<file path="src/hdl/omft_pkg.sv">
// ----------------------------------------------------------------------------
// omft_pkg: shared types for the OOK remote-socket frame transmitter
// Item and result records, duration width and the sizing defaults.
// ----------------------------------------------------------------------------
package omft_pkg;

  localparam int unsigned MsgW              = 32;
  localparam int unsigned DurW              = 16;
  localparam int unsigned MessageBitsDefault = 32;
  localparam int unsigned QueueDepthDefault  = 2;

  typedef enum logic {
    OP_TICK  = 1'b0,
    OP_START = 1'b1
  } op_e;

  // register index, byte address is 4 * index
  typedef enum logic [2:0] {
    REG_PROTOCOL_ENABLE = 3'd0,
    REG_INVERT_OUTPUT   = 3'd1,
    REG_MARKER_HIGH     = 3'd2,
    REG_FIRST_GAP       = 3'd3,
    REG_SECOND_GAP      = 3'd4,
    REG_PULSE_HIGH      = 3'd5,
    REG_LONG_LOW        = 3'd6,
    REG_SHORT_LOW       = 3'd7
  } reg_e;

  typedef struct packed {
    op_e             kind;
    logic [MsgW-1:0] message;
  } item_t;

  typedef struct packed {
    logic            protocol_enable;
    logic            invert_output;
    logic [DurW-1:0] marker_high_ticks;
    logic [DurW-1:0] first_gap_ticks;
    logic [DurW-1:0] second_gap_ticks;
    logic [DurW-1:0] pulse_high_ticks;
    logic [DurW-1:0] long_low_ticks;
    logic [DurW-1:0] short_low_ticks;
  } cfg_t;

  typedef struct packed {
    logic line_level;
    logic busy_res;
    logic frame_done;
    logic start_rejected;
  } res_t;

endpackage

</file>
<file path="src/hdl/omft_front.sv">
// ----------------------------------------------------------------------------
// omft_front: input stage
// Registers each incoming transaction, decodes the operation and hands the
// item on to the queue.
// ----------------------------------------------------------------------------
module omft_front
  import omft_pkg::*;
(
  input  logic            clk_i,
  input  logic            rst_ni,
  input  logic            in_valid_i,
  output logic            in_stall_o,
  input  logic            operation_i,
  input  logic [MsgW-1:0] message_i,
  output logic            push_o,
  output item_t           item_o,
  input  logic            q_full_i
);

  logic  valid_q, valid_d;
  item_t item_q, item_d;
  logic  accept;

  assign push_o     = valid_q && !q_full_i;
  assign in_stall_o = valid_q && q_full_i;
  assign accept     = in_valid_i && !in_stall_o;
  assign item_o     = item_q;

  always_comb begin
    valid_d = valid_q;
    item_d  = item_q;
    if (accept) begin
      valid_d      = 1'b1;
      item_d.kind  = operation_i ? OP_START : OP_TICK;
      item_d.message = message_i;
    end else if (push_o) begin
      valid_d = 1'b0;
    end
  end

  always_ff @(posedge clk_i or negedge rst_ni) begin
    if (!rst_ni) begin
      valid_q <= 1'b0;
    end else begin
      valid_q <= valid_d;
    end
  end

  always_ff @(posedge clk_i) begin
    item_q <= item_d;
  end

endmodule

</file>
<file path="src/hdl/omft_queue.sv">
// ----------------------------------------------------------------------------
// omft_queue: item queue
// Small FIFO between the input stage and the frame engine.
// ----------------------------------------------------------------------------
module omft_queue
  import omft_pkg::*;
#(
  parameter int unsigned Depth = QueueDepthDefault
) (
  input  logic  clk_i,
  input  logic  rst_ni,
  input  logic  push_i,
  input  item_t item_i,
  output logic  full_o,
  input  logic  pop_i,
  output logic  valid_o,
  output item_t item_o
);

  localparam int unsigned PtrW = (Depth > 1) ? $clog2(Depth) : 1;
  localparam int unsigned CntW = $clog2(Depth + 1);

  item_t           mem_q [Depth];
  logic [PtrW-1:0] wr_ptr_q, wr_ptr_d, rd_ptr_q, rd_ptr_d;
  logic [CntW-1:0] count_q, count_d;

  assign full_o  = (count_q == CntW'(Depth));
  assign valid_o = (count_q != '0);
  assign item_o  = mem_q[rd_ptr_q];

  function automatic logic [PtrW-1:0] ptr_inc(input logic [PtrW-1:0] p);
    if (p == PtrW'(Depth - 1)) begin
      return '0;
    end
    return p + PtrW'(1);
  endfunction

  always_comb begin
    wr_ptr_d = push_i ? ptr_inc(wr_ptr_q) : wr_ptr_q;
    rd_ptr_d = pop_i  ? ptr_inc(rd_ptr_q) : rd_ptr_q;
    count_d  = count_q;
    if (push_i && !pop_i) begin
      count_d = count_q + CntW'(1);
    end else if (pop_i && !push_i) begin
      count_d = count_q - CntW'(1);
    end
  end

  always_ff @(posedge clk_i or negedge rst_ni) begin
    if (!rst_ni) begin
      wr_ptr_q <= '0;
      rd_ptr_q <= '0;
      count_q  <= '0;
    end else begin
      wr_ptr_q <= wr_ptr_d;
      rd_ptr_q <= rd_ptr_d;
      count_q  <= count_d;
    end
  end

  always_ff @(posedge clk_i) begin
    if (push_i) begin
      mem_q[wr_ptr_q] <= item_i;
    end
  end

  a_count_bound: assert property (@(posedge clk_i) disable iff (!rst_ni)
    count_q <= CntW'(Depth))
    else $error("queue count exceeds depth");

  a_no_pop_empty: assert property (@(posedge clk_i) disable iff (!rst_ni)
    pop_i |-> valid_o)
    else $error("pop from empty queue");

  a_no_push_full: assert property (@(posedge clk_i) disable iff (!rst_ni)
    push_i |-> !full_o)
    else $error("push into full queue");

endmodule

</file>
<file path="src/hdl/omft_back.sv">
// ----------------------------------------------------------------------------
// omft_back: frame engine
// Steps the frame sequencer once per item taken from the queue and holds
// the result in the output register.
// ----------------------------------------------------------------------------
module omft_back
  import omft_pkg::*;
#(
  parameter int unsigned MESSAGE_BITS = MessageBitsDefault
) (
  input  logic  clk_i,
  input  logic  rst_ni,
  input  cfg_t  cfg_i,
  input  logic  head_valid_i,
  input  item_t head_i,
  output logic  pop_o,
  output logic  out_valid_o,
  input  logic  out_stall_i,
  output res_t  res_o
);

  localparam int unsigned CntW = $clog2(MESSAGE_BITS + 1);

  typedef enum logic [2:0] {
    PH_IDLE    = 3'd0,
    PH_MARK1   = 3'd1,
    PH_GAP1    = 3'd2,
    PH_MARK2   = 3'd3,
    PH_GAP2    = 3'd4,
    PH_SYMHI   = 3'd5,
    PH_SYMLO   = 3'd6,
    PH_ENDMARK = 3'd7
  } phase_e;

  phase_e                  phase_q, phase_d, ph;
  logic [DurW-1:0]         count_q, count_d, cnt;
  logic [MESSAGE_BITS-1:0] shift_q, shift_d, sh;
  logic [CntW-1:0]         bitcnt_q, bitcnt_d, bc;
  logic                    half_q, half_d, hf;
  logic                    out_valid_q, out_valid_d;
  res_t                    res_q, res_d, res;
  logic                    start_ok;
  logic [CntW:0]           bc_next;

  // a zero duration behaves as one tick
  function automatic logic [DurW-1:0] dur(input logic [DurW-1:0] v);
    return (v == '0) ? DurW'(1) : v;
  endfunction

  assign pop_o       = head_valid_i && (!out_valid_q || !out_stall_i);
  assign out_valid_o = out_valid_q;
  assign res_o       = res_q;

  always_comb begin
    ph  = phase_q;
    cnt = count_q;
    sh  = shift_q;
    bc  = bitcnt_q;
    hf  = half_q;
    res = '0;

    start_ok           = (head_i.kind == OP_START) && (phase_q == PH_IDLE) &&
                         cfg_i.protocol_enable;
    res.start_rejected = (head_i.kind == OP_START) && !start_ok;
    bc_next            = (CntW + 1)'(bitcnt_q) + (CntW + 1)'(1);

    if (start_ok) begin
      sh  = MESSAGE_BITS'(head_i.message);
      bc  = '0;
      hf  = 1'b0;
      ph  = PH_MARK1;
      cnt = dur(cfg_i.marker_high_ticks);
    end

    res.busy_res = (ph != PH_IDLE);
    unique case (ph) inside
      PH_MARK1, PH_MARK2, PH_SYMHI, PH_ENDMARK: res.line_level = 1'b1;
      default:                                  res.line_level = 1'b0;
    endcase

    if (ph != PH_IDLE) begin
      cnt = cnt - DurW'(1);
      if (cnt == '0) begin
        unique case (ph)
          PH_MARK1: begin
            ph  = PH_GAP1;
            cnt = dur(cfg_i.first_gap_ticks);
          end
          PH_GAP1: begin
            ph  = PH_MARK2;
            cnt = dur(cfg_i.marker_high_ticks);
          end
          PH_MARK2: begin
            ph  = PH_GAP2;
            cnt = dur(cfg_i.second_gap_ticks);
          end
          PH_GAP2: begin
            hf  = 1'b0;
            bc  = '0;
            ph  = PH_SYMHI;
            cnt = dur(cfg_i.pulse_high_ticks);
          end
          PH_SYMHI: begin
            // long gap when the bit differs from the symbol half
            ph  = PH_SYMLO;
            cnt = (sh[MESSAGE_BITS-1] ^ hf) ? dur(cfg_i.long_low_ticks)
                                            : dur(cfg_i.short_low_ticks);
          end
          PH_SYMLO: begin
            if (!hf) begin
              hf  = 1'b1;
              ph  = PH_SYMHI;
              cnt = dur(cfg_i.pulse_high_ticks);
            end else begin
              hf = 1'b0;
              if (bc_next >= (CntW + 1)'(MESSAGE_BITS)) begin
                ph  = PH_ENDMARK;
                cnt = dur(cfg_i.marker_high_ticks);
              end else begin
                bc  = bc_next[CntW-1:0];
                sh  = sh << 1;
                ph  = PH_SYMHI;
                cnt = dur(cfg_i.pulse_high_ticks);
              end
            end
          end
          PH_ENDMARK: begin
            ph             = PH_IDLE;
            cnt            = '0;
            res.frame_done = 1'b1;
          end
          default: begin
            ph  = PH_IDLE;
            cnt = '0;
          end
        endcase
      end
    end

    res.line_level = res.line_level ^ cfg_i.invert_output;

    phase_d     = phase_q;
    count_d     = count_q;
    shift_d     = shift_q;
    bitcnt_d    = bitcnt_q;
    half_d      = half_q;
    res_d       = res_q;
    out_valid_d = out_valid_q && out_stall_i;
    if (pop_o) begin
      phase_d     = ph;
      count_d     = cnt;
      shift_d     = sh;
      bitcnt_d    = bc;
      half_d      = hf;
      res_d       = res;
      out_valid_d = 1'b1;
    end
  end

  always_ff @(posedge clk_i or negedge rst_ni) begin
    if (!rst_ni) begin
      phase_q     <= PH_IDLE;
      count_q     <= '0;
      shift_q     <= '0;
      bitcnt_q    <= '0;
      half_q      <= 1'b0;
      out_valid_q <= 1'b0;
      res_q       <= '0;
    end else begin
      phase_q     <= phase_d;
      count_q     <= count_d;
      shift_q     <= shift_d;
      bitcnt_q    <= bitcnt_d;
      half_q      <= half_d;
      out_valid_q <= out_valid_d;
      res_q       <= res_d;
    end
  end

  a_done_to_idle: assert property (@(posedge clk_i) disable iff (!rst_ni)
    (pop_o && res.frame_done) |=> (phase_q == PH_IDLE))
    else $error("frame end did not return to idle");

  a_reject_only_start: assert property (@(posedge clk_i) disable iff (!rst_ni)
    res.start_rejected |-> (head_i.kind == OP_START))
    else $error("tick flagged as rejected start");

  a_bitcnt_range: assert property (@(posedge clk_i) disable iff (!rst_ni)
    (CntW + 1)'(bitcnt_q) < (CntW + 1)'(MESSAGE_BITS))
    else $error("bit counter beyond message length");

  a_count_live: assert property (@(posedge clk_i) disable iff (!rst_ni)
    (phase_q != PH_IDLE) |-> (count_q != '0))
    else $error("segment counter empty while sending");

endmodule

</file>
<file path="src/hdl/ook_manchester_frame_transmitter.sv">
// ----------------------------------------------------------------------------
// ook_manchester_frame_transmitter: OOK remote-socket frame transmitter
// Drives one line level per microsecond tick for a preamble, Manchester-
// style data symbols and an end marker, with APB-style timing registers.
// ----------------------------------------------------------------------------
// Usage:
//   Input channel (in_valid_i / in_stall_o): one transaction per tick.
//   operation_i = 0 is a plain tick, 1 starts a frame with message_i (the
//   start transaction is itself the first tick of the first marker).
//   Output channel (out_valid_o / out_stall_i): exactly one result per input
//   transaction, in order: line level, busy, frame done, start rejected.
//   Throughput: one transaction per cycle while the output is not stalled.
//   Path: each transaction passes the input register and the queue write, and
//   the frame engine registers the result as it pops.
//   A stalled output holds its result; the queue then fills and in_stall_o
//   rises, so nothing is dropped.
//   Reset: idle, line logically low, invert on (idle results show the line
//   high), protocol enabled, timing registers at their defaults. The user
//   must write registers only while no transaction is in flight; the block
//   itself does not enforce this. A new duration applies from the next segment.
// ----------------------------------------------------------------------------
module ook_manchester_frame_transmitter
  import omft_pkg::*;
#(
  parameter int unsigned MESSAGE_BITS = MessageBitsDefault,
  parameter int unsigned QUEUE_DEPTH  = QueueDepthDefault
) (
  input  logic            clk_i,
  input  logic            rst_ni,
  input  logic            in_valid_i,
  output logic            in_stall_o,
  input  logic            operation_i,
  input  logic [MsgW-1:0] message_i,
  output logic            out_valid_o,
  input  logic            out_stall_i,
  output logic            line_level_o,
  output logic            busy_res_o,
  output logic            frame_done_o,
  output logic            start_rejected_o,
  input  logic            psel,
  input  logic            penable,
  input  logic            pwrite,
  input  logic [4:0]      paddr,
  input  logic [31:0]     pwdata,
  output logic [31:0]     prdata,
  output logic            pready
);

  localparam cfg_t CfgReset = '{
    protocol_enable:   1'b1,
    invert_output:     1'b1,
    marker_high_ticks: 16'd275,
    first_gap_ticks:   16'd9900,
    second_gap_ticks:  16'd2675,
    pulse_high_ticks:  16'd310,
    long_low_ticks:    16'd1340,
    short_low_ticks:   16'd310
  };

  cfg_t  cfg_q, cfg_d;
  reg_e  reg_sel;
  logic  wr_en;
  logic  push, q_full, pop, head_valid;
  item_t front_item, head_item;
  res_t  res;

  assign pready  = 1'b1;
  assign reg_sel = reg_e'(paddr[4:2]);
  assign wr_en   = psel && penable && pwrite && pready;

  always_comb begin
    cfg_d = cfg_q;
    if (wr_en) begin
      unique case (reg_sel)
        REG_PROTOCOL_ENABLE: cfg_d.protocol_enable   = pwdata[0];
        REG_INVERT_OUTPUT:   cfg_d.invert_output     = pwdata[0];
        REG_MARKER_HIGH:     cfg_d.marker_high_ticks = pwdata[DurW-1:0];
        REG_FIRST_GAP:       cfg_d.first_gap_ticks   = pwdata[DurW-1:0];
        REG_SECOND_GAP:      cfg_d.second_gap_ticks  = pwdata[DurW-1:0];
        REG_PULSE_HIGH:      cfg_d.pulse_high_ticks  = pwdata[DurW-1:0];
        REG_LONG_LOW:        cfg_d.long_low_ticks    = pwdata[DurW-1:0];
        REG_SHORT_LOW:       cfg_d.short_low_ticks   = pwdata[DurW-1:0];
        default:             cfg_d = cfg_q;
      endcase
    end
  end

  always_comb begin
    unique case (reg_sel)
      REG_PROTOCOL_ENABLE: prdata = 32'(cfg_q.protocol_enable);
      REG_INVERT_OUTPUT:   prdata = 32'(cfg_q.invert_output);
      REG_MARKER_HIGH:     prdata = 32'(cfg_q.marker_high_ticks);
      REG_FIRST_GAP:       prdata = 32'(cfg_q.first_gap_ticks);
      REG_SECOND_GAP:      prdata = 32'(cfg_q.second_gap_ticks);
      REG_PULSE_HIGH:      prdata = 32'(cfg_q.pulse_high_ticks);
      REG_LONG_LOW:        prdata = 32'(cfg_q.long_low_ticks);
      REG_SHORT_LOW:       prdata = 32'(cfg_q.short_low_ticks);
      default:             prdata = '0;
    endcase
  end

  always_ff @(posedge clk_i or negedge rst_ni) begin
    if (!rst_ni) begin
      cfg_q <= CfgReset;
    end else begin
      cfg_q <= cfg_d;
    end
  end

  omft_front u_front (
    .clk_i       (clk_i),
    .rst_ni      (rst_ni),
    .in_valid_i  (in_valid_i),
    .in_stall_o  (in_stall_o),
    .operation_i (operation_i),
    .message_i   (message_i),
    .push_o      (push),
    .item_o      (front_item),
    .q_full_i    (q_full)
  );

  omft_queue #(
    .Depth (QUEUE_DEPTH)
  ) u_queue (
    .clk_i   (clk_i),
    .rst_ni  (rst_ni),
    .push_i  (push),
    .item_i  (front_item),
    .full_o  (q_full),
    .pop_i   (pop),
    .valid_o (head_valid),
    .item_o  (head_item)
  );

  omft_back #(
    .MESSAGE_BITS (MESSAGE_BITS)
  ) u_back (
    .clk_i        (clk_i),
    .rst_ni       (rst_ni),
    .cfg_i        (cfg_q),
    .head_valid_i (head_valid),
    .head_i       (head_item),
    .pop_o        (pop),
    .out_valid_o  (out_valid_o),
    .out_stall_i  (out_stall_i),
    .res_o        (res)
  );

  assign line_level_o     = res.line_level;
  assign busy_res_o       = res.busy_res;
  assign frame_done_o     = res.frame_done;
  assign start_rejected_o = res.start_rejected;

endmodule
</file>
<file path="config.mk">
export PLATFORM = sky130hd
export DESIGN_NAME = ook_manchester_frame_transmitter
export DESIGN_NICKNAME = d
export VERILOG_FILES = /design/src/hdl/omft_pkg.sv /design/src/hdl/omft_front.sv /design/src/hdl/omft_queue.sv /design/src/hdl/omft_back.sv /design/src/hdl/ook_manchester_frame_transmitter.sv
export SDC_FILE = /design/constraint.sdc
export NUM_CORES = 1
export LEC_CHECK = 0
export BUFFER_PORTS_ARGS = -buffer_cell sky130_fd_sc_hd__buf_2
export CELL_PAD_IN_SITES_DETAIL_PLACEMENT = 2
export CELL_PAD_IN_SITES_GLOBAL_PLACEMENT = 2
export CORE_MARGIN = 3
export CORE_UTILIZATION = 40
export CTS_BUF_LIST = sky130_fd_sc_hd__clkbuf_4 sky130_fd_sc_hd__clkbuf_8
export DETAILED_ROUTE_END_ITERATION = 10
export GPL_ROUTABILITY_DRIVEN = 0
export PLACE_DENSITY = 0.86
export SETUP_SLACK_MARGIN = 0.5
export SKIP_LAST_GASP = 1
export SLEW_MARGIN = 20
export SYNTH_ARGS = -nofsm -noshare
export SYNTH_HDL_FRONTEND = slang
export SYNTH_SLANG_ARGS = --single-unit
</file>
<file path="constraint.sdc">
create_clock -name clk_i -period 6.25 [get_ports clk_i]
set_clock_uncertainty 0.1 [all_clocks]
set_input_delay 0.625 -clock clk_i [delete_from_list [all_inputs] [get_ports clk_i]]
set_output_delay 0.625 -clock clk_i [all_outputs]
set_load 0.01 [all_outputs]
</file>
==> out/summary.txt <==
status: finished, final reports clean
htree depth: 2
hold_sp: message_i[1]
area share of the largest cell type after synthesis: 0.2351
area grow syn2layout: 13.69%
final period utilization: 0.8633
core area: 33780 sq um
RSZ-0062 raised after global routing: false
nets@finish: 1360
initial antenna violation count: 1
Reg2Reg Depth: 14
worst flop-to-flop path startpoint: cfg_q[93]
DR vias/cell: 6.283
Final setup viols: 0
synthesized area: 13840 sq um
worst hold path cell count: 1
IO buf count: 80
cts bufs inserted: 46
share of the yosys chip area belonging to registers: 0.5184
final setup TNS: 0 ns
Synth cell types: 77
initial DRC count: 989
Synth area leader: dfrtp_1
worst min path class: in2reg
worst slew margin relative to its limit: 0.2421
largest net degree at the start of global routing: 75
height of the chip: 192.0 microns
fillers: 3335
Ports: 116
Final WS setup: 0.8541 ns
GRT Resource Usage Total: 0.2728
Final Power: 5.708 mW
placed instance area: 14690 sq um
max-slew violation count: 0
Post-synth top flop: dfrtp_1
Die X: 192.0 microns
drt first pass iters: 6
routed len/inst: 27.94 microns
minimum clock period: 5.396 ns
commonest cells in the netlist: 130 x dfrtp_1, 126 x nand2_1, 108 x mux2_2
hold path endpoint: u_front.item_o[1]
final hold slack: 0.05022 ns
fmax: 0.1853 GHz
CTS tree: built
utilization after layout: 0.4656
Clk Tree Root Cell: clkbuf_8
worst slew pin tran: 1.137 ns
startpoint types: register
clk sinks: 265
warnings from Yosys: 0
ratio of cells with drive above 1 in the final layout: 0.3014
final wirelength: 49.34 mm
Rows: 67
MaxCap Viol Count: 0
synth top area cells: dfrtp_1 24%, edfxtp_1 21%, mux2_2 8.8%
Clock Latency Late Sink: 0.64 ns
post-CTS setup buffers: 0
Pwr Density: 362.9 nW/um^2
via count: 11.10k
CP endpoint kind: register
Post-synth EDFFs: 99
Worst Path Class, Setup: reg2reg
Critical Path AT: 5.80 ns
DP Wirelength: 32.12 mm
top-count cell post-synth: dfrtp_1
worst r2r dst: u_back.shift_q[2]
Initial Util: 0.4095
maximum vdd ir drop: 362.2 uV
Max Root-Sink Buffers: 3
leakage power: 6.240 nW
Routed Antenna Nets: 0
Synth Instances: 1200
Layout Cells excl Fill: 1766
placed insts: 1677
post-synthesis async set-or-reset flop share: 0.6264
#FFs+latches synth: 265
R2R Setup Slk: 0.85 ns
GR Overflow Total: 0
Setup WS pre-CTS: 0.7980 ns
critical-path maximum fanout: 31
syn_area_per_cell: 11.53 sq um
Worst Path Required: 6.66 ns
first-pass GRT wire length: 76.38 mm
Residual DRC: 0
post-route design area: 15730 sq um
Die ar.: 36860 sq um
Worst-path clk slew: 0.07 ns
vias in the first global route: 12.30k
Final Hold Viols: 0
## logic make-up after synthesis
logic type,after synthesis,synth area share
AOI/OAI and AO/OA,291,0.1624
adders and majority gates,4,0.003617
buffers and inverters,113,0.03798
muxes,185,0.1511
other,2,0.0005428
DFF,265,0.5184
and+or+nand+nor,322,0.1146
xor gates and xnor gates,18,0.01140
## layout make-up
class                   instances  area (sq um)  share of cell area
clock buffers                  75         913.4             0.05807
repair buffers                117         694.4             0.04415
flip-flops and latches        265          7173              0.4560
well taps                     448         560.5             0.03563
clock inverters                11         76.32            0.004852
multi-input cells             837          6265              0.3983
inverters                      12         45.04            0.002864
diodes                          1         2.502           0.0001591
## registers in the layout, summed over array words and instances, names as in the netlist
signal / flops
u_queue.mem_q: 66
u_front.item_o: 33
u_queue.wr_ptr_q: 1
u_back.bitcnt_q: 6
u_back.res_o: 4
u_back.phase_q: 3
u_back.out_valid_o: 1
u_back.half_q: 1
u_back.count_q: 16
cfg_q: 98
u_front.valid_q: 1
u_back.shift_q: 32
u_queue.count_q: 2
u_queue.rd_ptr_q: 1
## report_power, final
group          switching [mW]  leakage, nW  internal (mW)  total [mW]
logic                   0.886         2.78          0.512        1.40
clock network           0.789        0.531          0.934        1.72
registers               0.342         2.93           2.24        2.59
## worst max-delay path, stage by stage, from the launching register on
cell       delay [ns]
dfrtp_1          0.49
or4_1            0.59
nor4_1           0.58
a31oi_1          0.24
nor2_1           0.20
a21oi_2          0.07
ha_1             0.31
nor4b_1          0.20
and4_1           0.27
o41a_1           0.42
or4_1            0.63
or4_1            0.50
buf_4            0.31
o2111ai_1        0.19
o211ai_2         0.13
## layer usage
layer / global-route usage / wire length (microns) / share of wire
met3: 0.05202 / 3065 / 0.062
met4: 0.1205 / 1928 / 0.039
met2: 0.4500 / 24080 / 0.49
met1: 0.3503 / 20260 / 0.41
met5: 0 / 0 / 0
## how the worst max path moves through the flow
stage,slack (ns),end,startpoint,depth (start not counted)
floorplan,1.04,u_back.shift_q[10],u_queue.rd_ptr_q,18
global placement,0.99,u_back.bitcnt_q[5],cfg_q[97],14
detailed placement,0.80,u_back.bitcnt_q[5],cfg_q[97],14
CTS,0.72,u_back.bitcnt_q[5],cfg_q[97],14
global route,0.53,u_back.bitcnt_q[5],cfg_q[97],14
finish,0.85,u_back.shift_q[2],cfg_q[93],14
## cell usage in the layout, fill, tap and decap left out, types with 7 or more instances in the layout
master and count:
a221oi_1 7, nor2_1 45, o211ai_1 35, nand2_1 126, a222oi_1 10, edfxtp_1 99
xor2_1 9, clkbuf_8 56, inv_1 11, dfstp_2 36, nand4_1 12, conb_1 17
buf_2 79, a22o_1 8, o211ai_2 15, nand3_1 17, or3_1 8, o2111ai_2 13
nand2b_1 11, a22oi_1 17, o21ai_0 60, nor3_1 26, buf_4 35, o22ai_1 8
mux2_2 108, xnor2_1 9, nor4_1 26, mux4_2 8, and2_1 8, mux2i_1 68
a21oi_1 28, dfrtp_1 129, o2111ai_1 18, clkbuf_4 19
## timing repair
action | 4_1_cts | 5_1_grt
hold buffers | 1 | 0
gates resized for setup | 0 | 3
setup endpoints to repair | 0 | 9
endpoints found under the hold margin | 53 | 0
No activity file was read; power rests on OpenSTA's default activity.
